File: src/hdl/wsf_pkg.sv
package wsf_pkg;

  localparam int CHAR_W    = 8;
  localparam int MASK_W    = 64;
  localparam int LEN_W     = 4;
  localparam int CFG_IDX_W = 1;

  // Byte codes with a fixed meaning in the text stream.
  localparam logic [CHAR_W-1:0] CH_STAR  = 8'h2A;
  localparam logic [CHAR_W-1:0] CH_SPACE = 8'h20;
  localparam logic [CHAR_W-1:0] CH_COMMA = 8'h2C;
  localparam logic [CHAR_W-1:0] CH_STOP  = 8'h2E;
  localparam logic [CHAR_W-1:0] CH_NL    = 8'h0A;

  // Configuration register indexes.
  localparam logic [CFG_IDX_W-1:0] REG_MASK_CHARS  = 1'd0;
  localparam logic [CFG_IDX_W-1:0] REG_MASK_LENGTH = 1'd1;

  // Verdict of the suffix comparator, valid for one cycle when done is set.
  typedef struct packed {
    logic done;
    logic hit;
  } match_res_t;

endpackage

File: src/hdl/wsf_match.sv
module wsf_match #(
  parameter int MAX_MASK = 8,
  parameter int CNT_W    = 6
) (
  input  logic                          clk,
  input  logic                          rst_n,
  input  logic                          start,
  input  logic [8*MAX_MASK-1:0]         mask_chars,
  input  logic [wsf_pkg::LEN_W-1:0]     mask_len,
  input  logic [8*MAX_MASK-1:0]         tail_chars,
  input  logic [CNT_W-1:0]              word_cnt,
  input  logic                          overflowed,
  output wsf_pkg::match_res_t           res
);

  localparam int TAIL_W = 8 * MAX_MASK;

  logic                      busy_r;
  logic                      done_r;
  logic                      hit_r;
  logic [TAIL_W-1:0]         m_sh_r;
  logic [TAIL_W-1:0]         t_sh_r;
  logic [wsf_pkg::LEN_W-1:0] left_r;
  logic                      byte_ok;
  logic                      too_short;

  // One byte pair is compared per cycle, both words shifting down a byte.
  assign byte_ok = (m_sh_r[7:0] == wsf_pkg::CH_STAR) || (m_sh_r[7:0] == t_sh_r[7:0]);
  assign too_short = !overflowed &&
                     ({{wsf_pkg::LEN_W{1'b0}}, word_cnt} < {{CNT_W{1'b0}}, mask_len});

  always_ff @(posedge clk) begin
    m_sh_r <= m_sh_r;
    t_sh_r <= t_sh_r;
    left_r <= left_r;
    if (start) begin
      m_sh_r <= mask_chars;
      t_sh_r <= tail_chars;
      left_r <= mask_len;
    end else if (busy_r) begin
      m_sh_r <= m_sh_r >> 8;
      t_sh_r <= t_sh_r >> 8;
      left_r <= left_r - 1'b1;
    end
  end

  always_ff @(posedge clk) begin
    if (!rst_n) begin
      busy_r <= 1'b0;
      done_r <= 1'b0;
      hit_r  <= 1'b0;
    end else begin
      done_r <= 1'b0;
      if (start) begin
        if (mask_len == '0) begin
          done_r <= 1'b1;
          hit_r  <= 1'b1;
        end else if (too_short) begin
          done_r <= 1'b1;
          hit_r  <= 1'b0;
        end else begin
          busy_r <= 1'b1;
        end
      end else if (busy_r) begin
        if (!byte_ok) begin
          busy_r <= 1'b0;
          done_r <= 1'b1;
          hit_r  <= 1'b0;
        end else if (left_r == wsf_pkg::LEN_W'(1)) begin
          busy_r <= 1'b0;
          done_r <= 1'b1;
          hit_r  <= 1'b1;
        end
      end
    end
  end

  assign res.done = done_r;
  assign res.hit  = hit_r;

endmodule

File: src/hdl/wildcard_suffix_word_filter.sv
// Streaming word filter with a wildcard suffix mask.
//
// Input channel (in_valid / in_stall): one transaction carries a text byte or,
// with in_line_end set, an end-of-line mark. Space, comma and full stop end a
// word. Output channel (out_valid / out_stall): one transaction per emitted
// byte; out_last marks the final byte caused by one input transaction.
//
// A word byte is taken and the block is ready again at once.
// A separator or line end with a pending word starts the suffix comparator,
// which checks one mask byte per cycle up to the mask length. A kept word
// then leaves at one byte per cycle while the receiver keeps up, through the
// output register fed by the registered read port, followed by a space
// and, for a line end, a newline. While a word is being judged or sent out,
// in_stall stays high. When the receiver stalls, the output register holds its
// transaction and the sequencer waits; nothing is dropped.
//
// Reset clears the word state, the mask registers and the output's valid
// state. The word store needs no clearing pass: only written entries are read.
// Configuration writes (cfg_valid / cfg_ready) are always taken at once.
module wildcard_suffix_word_filter #(
  parameter int MAX_WORD = 32,
  parameter int MAX_MASK = 8
) (
  input  logic                              clk,
  input  logic                              rst_n,
  input  logic                              in_valid,
  output logic                              in_stall,
  input  logic [wsf_pkg::CHAR_W-1:0]        in_char_code,
  input  logic                              in_line_end,
  output logic                              out_valid,
  input  logic                              out_stall,
  output logic [wsf_pkg::CHAR_W-1:0]        out_char,
  output logic                              out_last,
  output logic                              out_truncated,
  input  logic                              cfg_valid,
  output logic                              cfg_ready,
  input  logic [wsf_pkg::CFG_IDX_W-1:0]     cfg_index,
  input  logic [wsf_pkg::MASK_W-1:0]        cfg_data
);

  localparam int IDX_W  = $clog2(MAX_WORD);
  localparam int CNT_W  = $clog2(MAX_WORD + 1);
  localparam int TAIL_W = 8 * MAX_MASK;

  typedef enum logic [2:0] {
    S_IDLE,
    S_MATCH,
    S_EMIT,
    S_SPACE,
    S_NL
  } state_t;

  // Configuration registers.
  logic [wsf_pkg::MASK_W-1:0] mask_chars_r;
  logic [wsf_pkg::LEN_W-1:0]  mask_length_r;
  logic [wsf_pkg::LEN_W-1:0]  mask_len_eff;

  // Word state and sequencer.
  state_t            state_r, state_nxt;
  logic [CNT_W-1:0]  cnt_r, cnt_nxt;
  logic [TAIL_W-1:0] tail_r, tail_nxt;
  logic              ovf_r, ovf_nxt;
  logic              le_pend_r, le_pend_nxt;
  logic [CNT_W-1:0]  idx_r, idx_nxt;

  // Output register.
  logic                       out_valid_r, out_valid_nxt;
  logic [wsf_pkg::CHAR_W-1:0] out_char_r, out_char_nxt;
  logic                       out_last_r, out_last_nxt;
  logic                       out_trunc_r, out_trunc_nxt;

  // Word store with a registered read port.
  logic [wsf_pkg::CHAR_W-1:0] word_store [MAX_WORD];
  logic [wsf_pkg::CHAR_W-1:0] rd_data_r;
  logic [IDX_W-1:0]           rd_addr;
  logic                       wr_en;

  logic                  in_acc;
  logic                  is_sep;
  logic                  slot_free;
  logic                  match_start;
  wsf_pkg::match_res_t   match_res;

  assign cfg_ready = 1'b1;
  assign in_stall  = (state_r != S_IDLE);
  assign in_acc    = in_valid && !in_stall;
  assign is_sep    = in_line_end || (in_char_code == wsf_pkg::CH_SPACE) ||
                     (in_char_code == wsf_pkg::CH_COMMA) ||
                     (in_char_code == wsf_pkg::CH_STOP);
  assign slot_free = !out_valid_r || !out_stall;

  // A mask length above the comparator's reach counts as the full reach.
  assign mask_len_eff = (mask_length_r > wsf_pkg::LEN_W'(MAX_MASK)) ?
                        wsf_pkg::LEN_W'(MAX_MASK) : mask_length_r;

  // The comparator is only started for a pending word; an empty word is
  // skipped straight to the newline or back to idle.
  assign match_start = in_acc && is_sep && (cnt_r != '0);

  assign wr_en = in_acc && !is_sep && (cnt_r < CNT_W'(MAX_WORD));

  always_ff @(posedge clk) begin
    if (!rst_n) begin
      mask_chars_r  <= '0;
      mask_length_r <= '0;
    end else if (cfg_valid && cfg_ready) begin
      case (cfg_index)
        wsf_pkg::REG_MASK_CHARS:  mask_chars_r  <= cfg_data;
        wsf_pkg::REG_MASK_LENGTH: mask_length_r <= cfg_data[wsf_pkg::LEN_W-1:0];
        default: ;
      endcase
    end
  end

  wsf_match #(
    .MAX_MASK (MAX_MASK),
    .CNT_W    (CNT_W)
  ) u_match (
    .clk        (clk),
    .rst_n      (rst_n),
    .start      (match_start),
    .mask_chars (mask_chars_r[TAIL_W-1:0]),
    .mask_len   (mask_len_eff),
    .tail_chars (tail_r),
    .word_cnt   (cnt_r),
    .overflowed (ovf_r),
    .res        (match_res)
  );

  // Read address runs one ahead of the byte being placed in the output
  // register, so the store delivers one byte per cycle while the receiver
  // keeps up.
  always_comb begin
    case (state_r)
      S_MATCH: rd_addr = '0;
      S_EMIT: begin
        if (slot_free && ((idx_r + 1'b1) < cnt_r)) begin
          rd_addr = idx_r[IDX_W-1:0] + 1'b1;
        end else begin
          rd_addr = idx_r[IDX_W-1:0];
        end
      end
      default: rd_addr = idx_r[IDX_W-1:0];
    endcase
  end

  always_ff @(posedge clk) begin
    if (wr_en) begin
      word_store[cnt_r[IDX_W-1:0]] <= in_char_code;
    end
    rd_data_r <= word_store[rd_addr];
  end

  always_comb begin
    state_nxt     = state_r;
    cnt_nxt       = cnt_r;
    tail_nxt      = tail_r;
    ovf_nxt       = ovf_r;
    le_pend_nxt   = le_pend_r;
    idx_nxt       = idx_r;
    out_valid_nxt = out_valid_r && out_stall;
    out_char_nxt  = out_char_r;
    out_last_nxt  = out_last_r;
    out_trunc_nxt = out_trunc_r;

    case (state_r)
      S_IDLE: begin
        if (in_acc) begin
          if (!is_sep) begin
            if (cnt_r < CNT_W'(MAX_WORD)) begin
              cnt_nxt = cnt_r + 1'b1;
            end else begin
              ovf_nxt = 1'b1;
            end
            tail_nxt = (tail_r << 8) | TAIL_W'(in_char_code);
          end else begin
            le_pend_nxt = in_line_end;
            if (cnt_r != '0) begin
              state_nxt = S_MATCH;
            end else if (in_line_end) begin
              state_nxt = S_NL;
            end
          end
        end
      end

      S_MATCH: begin
        if (match_res.done) begin
          if (match_res.hit) begin
            // Dropped word: clear it and go on to the newline if one is due.
            cnt_nxt   = '0;
            tail_nxt  = '0;
            ovf_nxt   = 1'b0;
            state_nxt = le_pend_r ? S_NL : S_IDLE;
          end else begin
            idx_nxt   = '0;
            state_nxt = S_EMIT;
          end
        end
      end

      S_EMIT: begin
        if (slot_free) begin
          out_valid_nxt = 1'b1;
          out_char_nxt  = rd_data_r;
          out_last_nxt  = 1'b0;
          out_trunc_nxt = ovf_r;
          idx_nxt       = idx_r + 1'b1;
          if ((idx_r + 1'b1) == cnt_r) begin
            state_nxt = S_SPACE;
          end
        end
      end

      S_SPACE: begin
        if (slot_free) begin
          out_valid_nxt = 1'b1;
          out_char_nxt  = wsf_pkg::CH_SPACE;
          out_last_nxt  = !le_pend_r;
          out_trunc_nxt = 1'b0;
          cnt_nxt       = '0;
          tail_nxt      = '0;
          ovf_nxt       = 1'b0;
          state_nxt     = le_pend_r ? S_NL : S_IDLE;
        end
      end

      S_NL: begin
        if (slot_free) begin
          out_valid_nxt = 1'b1;
          out_char_nxt  = wsf_pkg::CH_NL;
          out_last_nxt  = 1'b1;
          out_trunc_nxt = 1'b0;
          state_nxt     = S_IDLE;
        end
      end

      default: state_nxt = S_IDLE;
    endcase
  end

  always_ff @(posedge clk) begin
    if (!rst_n) begin
      state_r     <= S_IDLE;
      cnt_r       <= '0;
      tail_r      <= '0;
      ovf_r       <= 1'b0;
      le_pend_r   <= 1'b0;
      idx_r       <= '0;
      out_valid_r <= 1'b0;
    end else begin
      state_r     <= state_nxt;
      cnt_r       <= cnt_nxt;
      tail_r      <= tail_nxt;
      ovf_r       <= ovf_nxt;
      le_pend_r   <= le_pend_nxt;
      idx_r       <= idx_nxt;
      out_valid_r <= out_valid_nxt;
    end
    out_char_r  <= out_char_nxt;
    out_last_r  <= out_last_nxt;
    out_trunc_r <= out_trunc_nxt;
  end

  assign out_valid     = out_valid_r;
  assign out_char      = out_char_r;
  assign out_last      = out_last_r;
  assign out_truncated = out_trunc_r;

  // The comparator only reports while the sequencer is waiting for it.
  a_match_in_state: assert property (@(posedge clk) disable iff (!rst_n)
    match_res.done |-> (state_r == S_MATCH))
    else $error("suffix comparator finished outside the match state");

  // An overflowed word always holds a full store.
  a_ovf_full: assert property (@(posedge clk) disable iff (!rst_n)
    ovf_r |-> (cnt_r == CNT_W'(MAX_WORD)))
    else $error("overflow flag set with a partly filled word store");

  // Whenever the sequencer comes back to idle, the finished word is gone.
  a_idle_clean: assert property (@(posedge clk) disable iff (!rst_n)
    (state_r == S_IDLE) && ($past(state_r) != S_IDLE) |-> (cnt_r == '0) && !ovf_r)
    else $error("word state left over after a word was finished");

  // The read index never runs past the held word during the byte phase.
  a_emit_bound: assert property (@(posedge clk) disable iff (!rst_n)
    (state_r == S_EMIT) |-> (idx_r < cnt_r))
    else $error("word read index ran past the held word");

endmodule

File: config.mk
export PLATFORM = sky130hd
export DESIGN_NAME = wildcard_suffix_word_filter
export DESIGN_NICKNAME = d
export VERILOG_FILES = /design/src/hdl/wsf_pkg.sv /design/src/hdl/wsf_match.sv /design/src/hdl/wildcard_suffix_word_filter.sv
export SDC_FILE = /design/constraint.sdc
export NUM_CORES = 1
export LEC_CHECK = 0
export BUFFER_PORTS_ARGS = -buffer_cell sky130_fd_sc_hd__clkbuf_2
export CAP_MARGIN = 20
export CORE_UTILIZATION = 40
export DETAILED_ROUTE_END_ITERATION = 10
export GPL_TIMING_DRIVEN = 0
export PLACE_DENSITY = 0.61
export REMOVE_ABC_BUFFERS = 1
export SYNTH_ARGS = -nofsm -noshare
export SYNTH_HDL_FRONTEND = slang
export SYNTH_SLANG_ARGS = --single-unit
File: constraint.sdc
create_clock -name clk -period 8.1 [get_ports clk]
set_input_delay 1.215 -clock clk [delete_from_list [all_inputs] [get_ports clk]]
set_output_delay 1.215 -clock clk [all_outputs]
set_load 0.1 [all_outputs]
==> results_dict.tcl, run 1 <==
set metrics [dict create \
    fp.dieH_microns 246.5 \
    rsz0062_at_grt "no" \
    synth.avg_cell_area_sq_um 11.09 \
    synth_cells 2156 \
    drive_above_1_share_pct 12.39 \
    grt_pass1_vias 15720 \
    crit_path_frequent_cell "ha_1" \
    die_w_microns 246.5 \
    finalInstanceArea_sq_um 27300 \
    hold-worst-slack_ns 0.4441 \
    numCtsBuffers 57 \
    setup_viol 0 \
    clock-root-buffer "clkbuf_16" \
    htreeDepth 2 \
    ys_top_cells_by_area "edfxtp_1 (50%), dfxtp_1 (13%), nand2_1 (9.8%)" \
    startpoint_type "register" \
    layout.nets 2290 \
    synthesis.area_sq_um 23920 \
    netlist.area_leader.share_pct 49.97 \
    wl_per_cell_microns 18.40 \
    hold_class "reg2reg" \
    grt_pass1_wl_microns 88310 \
    yosys.area.top_type "edfxtp_1" \
    finClkSkew_ns 0.02728 \
    cp_max_fo 37 \
    p_leak_nw 9.664 \
    synth-edff-count 398 \
    p_total_w 0.006852 \
    dieArea_sq_um 60770 \
    synth-main-ff-cell "edfxtp_1" \
    cp.required_ns 8.61 \
    io_pins 92 \
    cp-end-kind "register" \
    core_region_area_sq_um 59020 \
    ys_seq_elements 559 \
    power_density_nw_per_um2 251.0 \
    status "finished, final reports clean" \
    num_rows 89 \
    ys_warn_count 0 \
    path_class "reg2reg" \
    setup-tns-final_ns 0 \
    dr.pass1.iters 6 \
    yosys-top-cells-count "nand2_1 (623), edfxtp_1 (398), nand3_1 (192)" \
    layout_min_cycle_time_ns 5.859 \
    cts.sinks 559 \
    detail-route-antenna-nets 0 \
    clock_latency_ns 0.62 \
    hold_viol 0 \
    crit_chain "buf_12 > ha_1 > nand3_1 > xnor2_1 > ha_1 > and4_1 > o21a_1 > nor3_4 > buf_8 > a22o_1 > a21boi_1 > a311oi_1 > o22ai_1 > a221oi_2" \
    synthArstFlopShare_pct 0 \
    yosysMostFrequentCell "nand2_1" \
    finalCritPeriodShare_pct 72.33 \
    vdd_drop_max_uv 230.6 \
    hold_buffers 0 \
    dpl_cell_area_sq_um 25270 \
    grt.overflow.total 0 \
    start_util_pct 40.52 \
    cpMaxStageDelayCell "a311oi_1" \
    drt_iter0_drc 1238 \
    vias 16350 \
    routed_wl_microns 55550 \
    routed_via_density 5.414 \
    area_growth_syn_to_layout_pct 14.14 \
    slew_violations 0 \
    cts_resized 0 \
    cts_tree "built" \
    fin_util_pct 46.25 \
    antenna_found_initial 2 \
    yosysSeqAreaShare_pct 63.45 \
    grt_usage_pct 18.42 \
    port_buffers 90 \
    clkTransAtPathRegs_ns 0.06 \
    slowest_delay_ns 0.81 \
    ys_types 71 \
    grt_max_degree 148 \
    cts_max_path_buffers 3 \
    arrival_ns 6.37 \
    maxCapViolCount 0 \
    postCtsSetupRepairBufs 0 \
    hpwl_microns 34200 \
    max_freq_mhz 170.7 \
    route.detailed.drc 0 \
    worst_pin_slew_ns 1.090 \
    place.gp.congestion 0.8687 \
    relSlewSlack_pct 26.82 \
]
## state kept, by name, indices dropped and copies added, names as in the netlist, 3 cells and up
name,count
idx_r,6
word_store,256
u_match.m_sh_r,64
state_r,3
u_match.left_r,4
mask_length_r,4
rd_data_r,8
mask_chars_r,64
cnt_r,6
out_char,8
tail_r,64
u_match.t_sh_r,64
## final timing paths
kind | startpoint | endpoint | slack [ns] | cells after the start
min reg2reg | tail_r[61] | tail_r[61] | 0.44 | 2
max reg2reg | idx_r[0] | rd_data_r[7] | 2.24 | 14
min | tail_r[61] | tail_r[61] | 0.44 | 2
max | idx_r[0] | rd_data_r[7] | 2.24 | 14
## stage by stage
| step | cells | worst slack [ns] |
|---|---|---|
| 6_report | 3019 | 2.241 |
| 5_1_grt | 3017 | 1.925 |
| 4_1_cts | 3016 | 2.375 |
| 3_5_place_dp | 2908 | 2.427 |
| 3_3_place_gp | 2877 | -7.028 |
| 2_1_floorplan | 2014 | -0.8625 |
## per-layer routing
| layer | part of all wire [%] | vias to the layer above | routed length, microns | GRT usage [%] |
|---|---|---|---|---|
| met3 | 7.0 | 95 | 3907 | 4.423 |
| met1 | 45 | 7971 | 24840 | 25.10 |
| met4 | 2.9 | 2 | 1628 | 6.536 |
| met2 | 45 | 468 | 25160 | 28.52 |
| met5 | 0.023 | - | 13 | 0 |
| li1 | - | 7810 | - | - |
## placed cells by master, fill, tap and decap left out, types with 12 or more instances in the layout
master,count
nand2_1,622
edfxtp_1,398
nand3_1,192
dfxtp_1,160
a21boi_0,121
nor2_1,99
clkbuf_2,89
clkbuf_16,59
a31oi_1,29
and2_1,26
a21oi_1,23
nand4_1,23
mux2i_1,18
and4_1,17
inv_1,16
a2111oi_0,16
and3_1,16
a21boi_1,16
ha_1,16
a211oi_1,15
clkbuf_1,15
mux4_2,14
nor2b_1,13
xor2_1,12
## power by group
group          internal [W]  switching, W
logic              0.000214      0.000569
clock network       0.00167       0.00112
registers           0.00321     0.0000637
## cells by family after synthesis
group | synth area share, %
adders and majority gates | 0.8371
xor gates and xnor gates | 0.6226
AOI/OAI and AO/OA | 10.08
DFF | 63.45
buffers and inverters | 3.014
and+or+nand+nor | 19.36
muxes | 2.621
other | 0.01568
## critical path: cells and delay by family, from the launching register on
family                     cells  cell delay, ns
adders and majority gates      2            0.56
AOI/OAI and AO/OA              6            2.62
and+or+nand+nor                3            1.05
buffers and inverters          2            0.52
xor gates and xnor gates       1            0.38
DFF                            1            0.59
## final cells by class
cell class,count,area [sq um]
antenna,2,5.005
clock buffer,82,1643
clock inverter,26,369.1
fill,5401,31720
inverter,17,63.81
multi-input combinational,1438,8064
sequential,559,15180
tap,773,967.2
timing repair buffer,122,1008
Note: power is estimated with default switching activity, not from simulation.
==> inputs of run 2 (changes only) <==
PLACE_DENSITY = 0.63   (was 0.61)
clock period = 5 ns   (was 8.1 ns; I/O delays follow)
==> run 2 against run 1 <==
  * Hold slack got worse by 0.072 ns
  * Clock skew is 0.0088 ns lower
  * Worst setup slack worse by 1.9 ns
  * First-iteration DRC count increased by 34%
  * Critical path depth decreased by 1
  * Cell area decreased by 0.53%
  * Non-clock buffer count grew 4
  * Core utilization is 0.24 points lower
  * Via count increased by 0.42%
  * Sequential cell count did not move
  * Sequential power grew 62%
==> results_dict.tcl, run 2 (same netlist as run 1, synthesis figures left out) <==
set metrics [dict create \
    status "finished, final reports clean" \
    maxCapViolCount 0 \
    vdd_drop_max_uv 382.6 \
    cp_max_fo 23 \
    detail-route-antenna-nets 0 \
    grt_pass1_vias 15870 \
    layout.nets 2293 \
    finalInstanceArea_sq_um 27150 \
    dr.pass1.iters 5 \
    antenna_found_initial 4 \
    routed_via_density 5.441 \
    hpwl_microns 33860 \
    clock_latency_ns 0.61 \
    slowest_delay_ns 0.74 \
    startpoint_type "register" \
    num_rows 89 \
    routed_wl_microns 55760 \
    path_depth 13 \
    finClkSkew_ns 0.01848 \
    max_freq_mhz 213.4 \
    crit_chain "ha_1 > nand3_1 > xnor2_1 > ha_1 > and4_1 > o21a_1 > or3_2 > buf_16 > nand2_2 > nor2_1 > a32oi_1 > a21boi_0 > a311oi_1" \
    worst_pin_slew_ns 1.080 \
    dpl_cell_area_sq_um 25290 \
    regToRegStartpoint "idx_r[0]" \
    core_region_area_sq_um 59020 \
    cp.required_ns 5.45 \
    io_pins 92 \
    wl_per_cell_microns 18.48 \
    cpMaxStageDelayCell "or3_2" \
    hold-worst-slack_ns 0.3716 \
    grt_pass1_wl_microns 88400 \
    arrival_ns 5.13 \
    layout_common_cells "nand2_1 (622), edfxtp_1 (398), nand3_1 (191)" \
    cts.sinks 559 \
    finalCritPeriodShare_pct 93.74 \
    hold_class "in2reg" \
    fillers 5400 \
    largest_register_ffs 256 \
    crit_end "rd_data_r[6]" \
    crit_start "idx_r[0]" \
    place.gp.congestion 0.8684 \
    setup-tns-final_ns 0 \
    drive_above_1_share_pct 12.66 \
    numCtsBuffers 55 \
    die_w_microns 246.5 \
    htreeDepth 2 \
    layout_min_cycle_time_ns 4.687 \
    p_total_w 0.01066 \
    grt.overflow.total 0 \
    clkTransAtPathRegs_ns 0.06 \
    grt_max_degree 148 \
    slew_violations 0 \
    area_growth_syn_to_layout_pct 13.53 \
    reg2reg_setup_slack_ns 0.31 \
    hold_viol 0 \
    p_leak_nw 9.591 \
    power_density_nw_per_um2 392.7 \
    grt_usage_pct 18.31 \
    path_buf_inv 1 \
    clock-root-buffer "clkbuf_16" \
    rsz0062_at_grt "no" \
    final_common_cell "nand2_1" \
    path_class "reg2reg" \
    drt_iter0_drc 1654 \
    crit_path_frequent_cell "ha_1" \
    relSlewSlack_pct 27.60 \
    route.detailed.drc 0 \
    cts_tree "built" \
    cpLargestDelayFamily "simple AND/OR/NAND/NOR gates" \
    r2r-end "rd_data_r[6]" \
    cp-end-kind "register" \
    dieArea_sq_um 60770 \
    fp.dieH_microns 246.5 \
    port_buffers 90 \
    setup_viol 0 \
    vias 16420 \
    worst_r2r_path_depth 13 \
    start_util_pct 40.52 \
    cts_max_path_buffers 3 \
]
## run 2: cell types whose count changed in the layout (fill, tap and decap cells not counted), sizes merged
cell    previous run  this run
buf               32        36
bufinv             8         4
clkbuf           172       164
clkinv            14        19
diode              2         1
inv               19        20
nor2             100       101
## run 2: area by class of cell
type	count	area (sq um)	area share (%)
Tap cell	773	967.2	3.562
Clock inverter	28	257.7	0.9493
Inverter	17	63.81	0.2350
Sequential cell	559	15180	55.90
Timing Repair Buffer	126	1075	3.958
Antenna cell	1	2.502	0.009216
Multi-Input combinational cell	1439	8120	29.91
Clock buffer	74	1488	5.479
## run 2: worst min-delay path, cell delays in order
cell and delay, ns:
clkbuf_2 0.08, nand2_1 0.04, a21boi_0 0.06
## run 2: worst min-delay path by stage
| stage | cells past startpoint | start | end | slack [ns] |
|---|---|---|---|---|
| 2_1_floorplan | 2 | tail_r[56] | tail_r[56] | 0.43 |
| 3_3_place_gp | 2 | tail_r[56] | tail_r[56] | 0.43 |
| 3_5_place_dp | 2 | tail_r[63] | tail_r[63] | 0.44 |
| 4_1_cts | 3 | cfg_data[20] | mask_chars_r[20] | 0.34 |
| 5_1_grt | 3 | cfg_data[20] | mask_chars_r[20] | 0.35 |
| 6_report | 3 | cfg_data[20] | mask_chars_r[20] | 0.37 |
## run 2: metrics by stage
stage	setup slack (ns)	cells	util [%]
finish	0.3131	3017	46.01
global route	0.1264	3016	46.00
CTS	0.004868	3010	45.86
detailed placement	-0.3412	2907	42.85
global placement	-9.431	2877	41.81
floorplan	-3.498	2014	-
## run 2: per-layer routing
layer  part of all wire, %  vias up  track usage [%]
met5                 0.054        -                0
met3                   6.2       94            3.246
li1                      -     7813                -
met4                   2.4        4            5.574
met1                    45     8005            25.13
met2                    47      499            29.44
## run 2: report_power, final
group	switching, W	leakage (nW)	internal (W)
logic	0.000933	3.84	0.000363
clock network	0.00176	0.860	0.00230
registers	0.000103	4.90	0.00521
## run 2: repair_timing
item                                    CTS  global route
gates resized for setup                   5             7
pin swaps                                 1             2
cloned                                    0             1
hold buffers                              0             0
hold endpoints to repair                  0             0
endpoints found under the setup margin    8             8
buffers inserted                          1             3
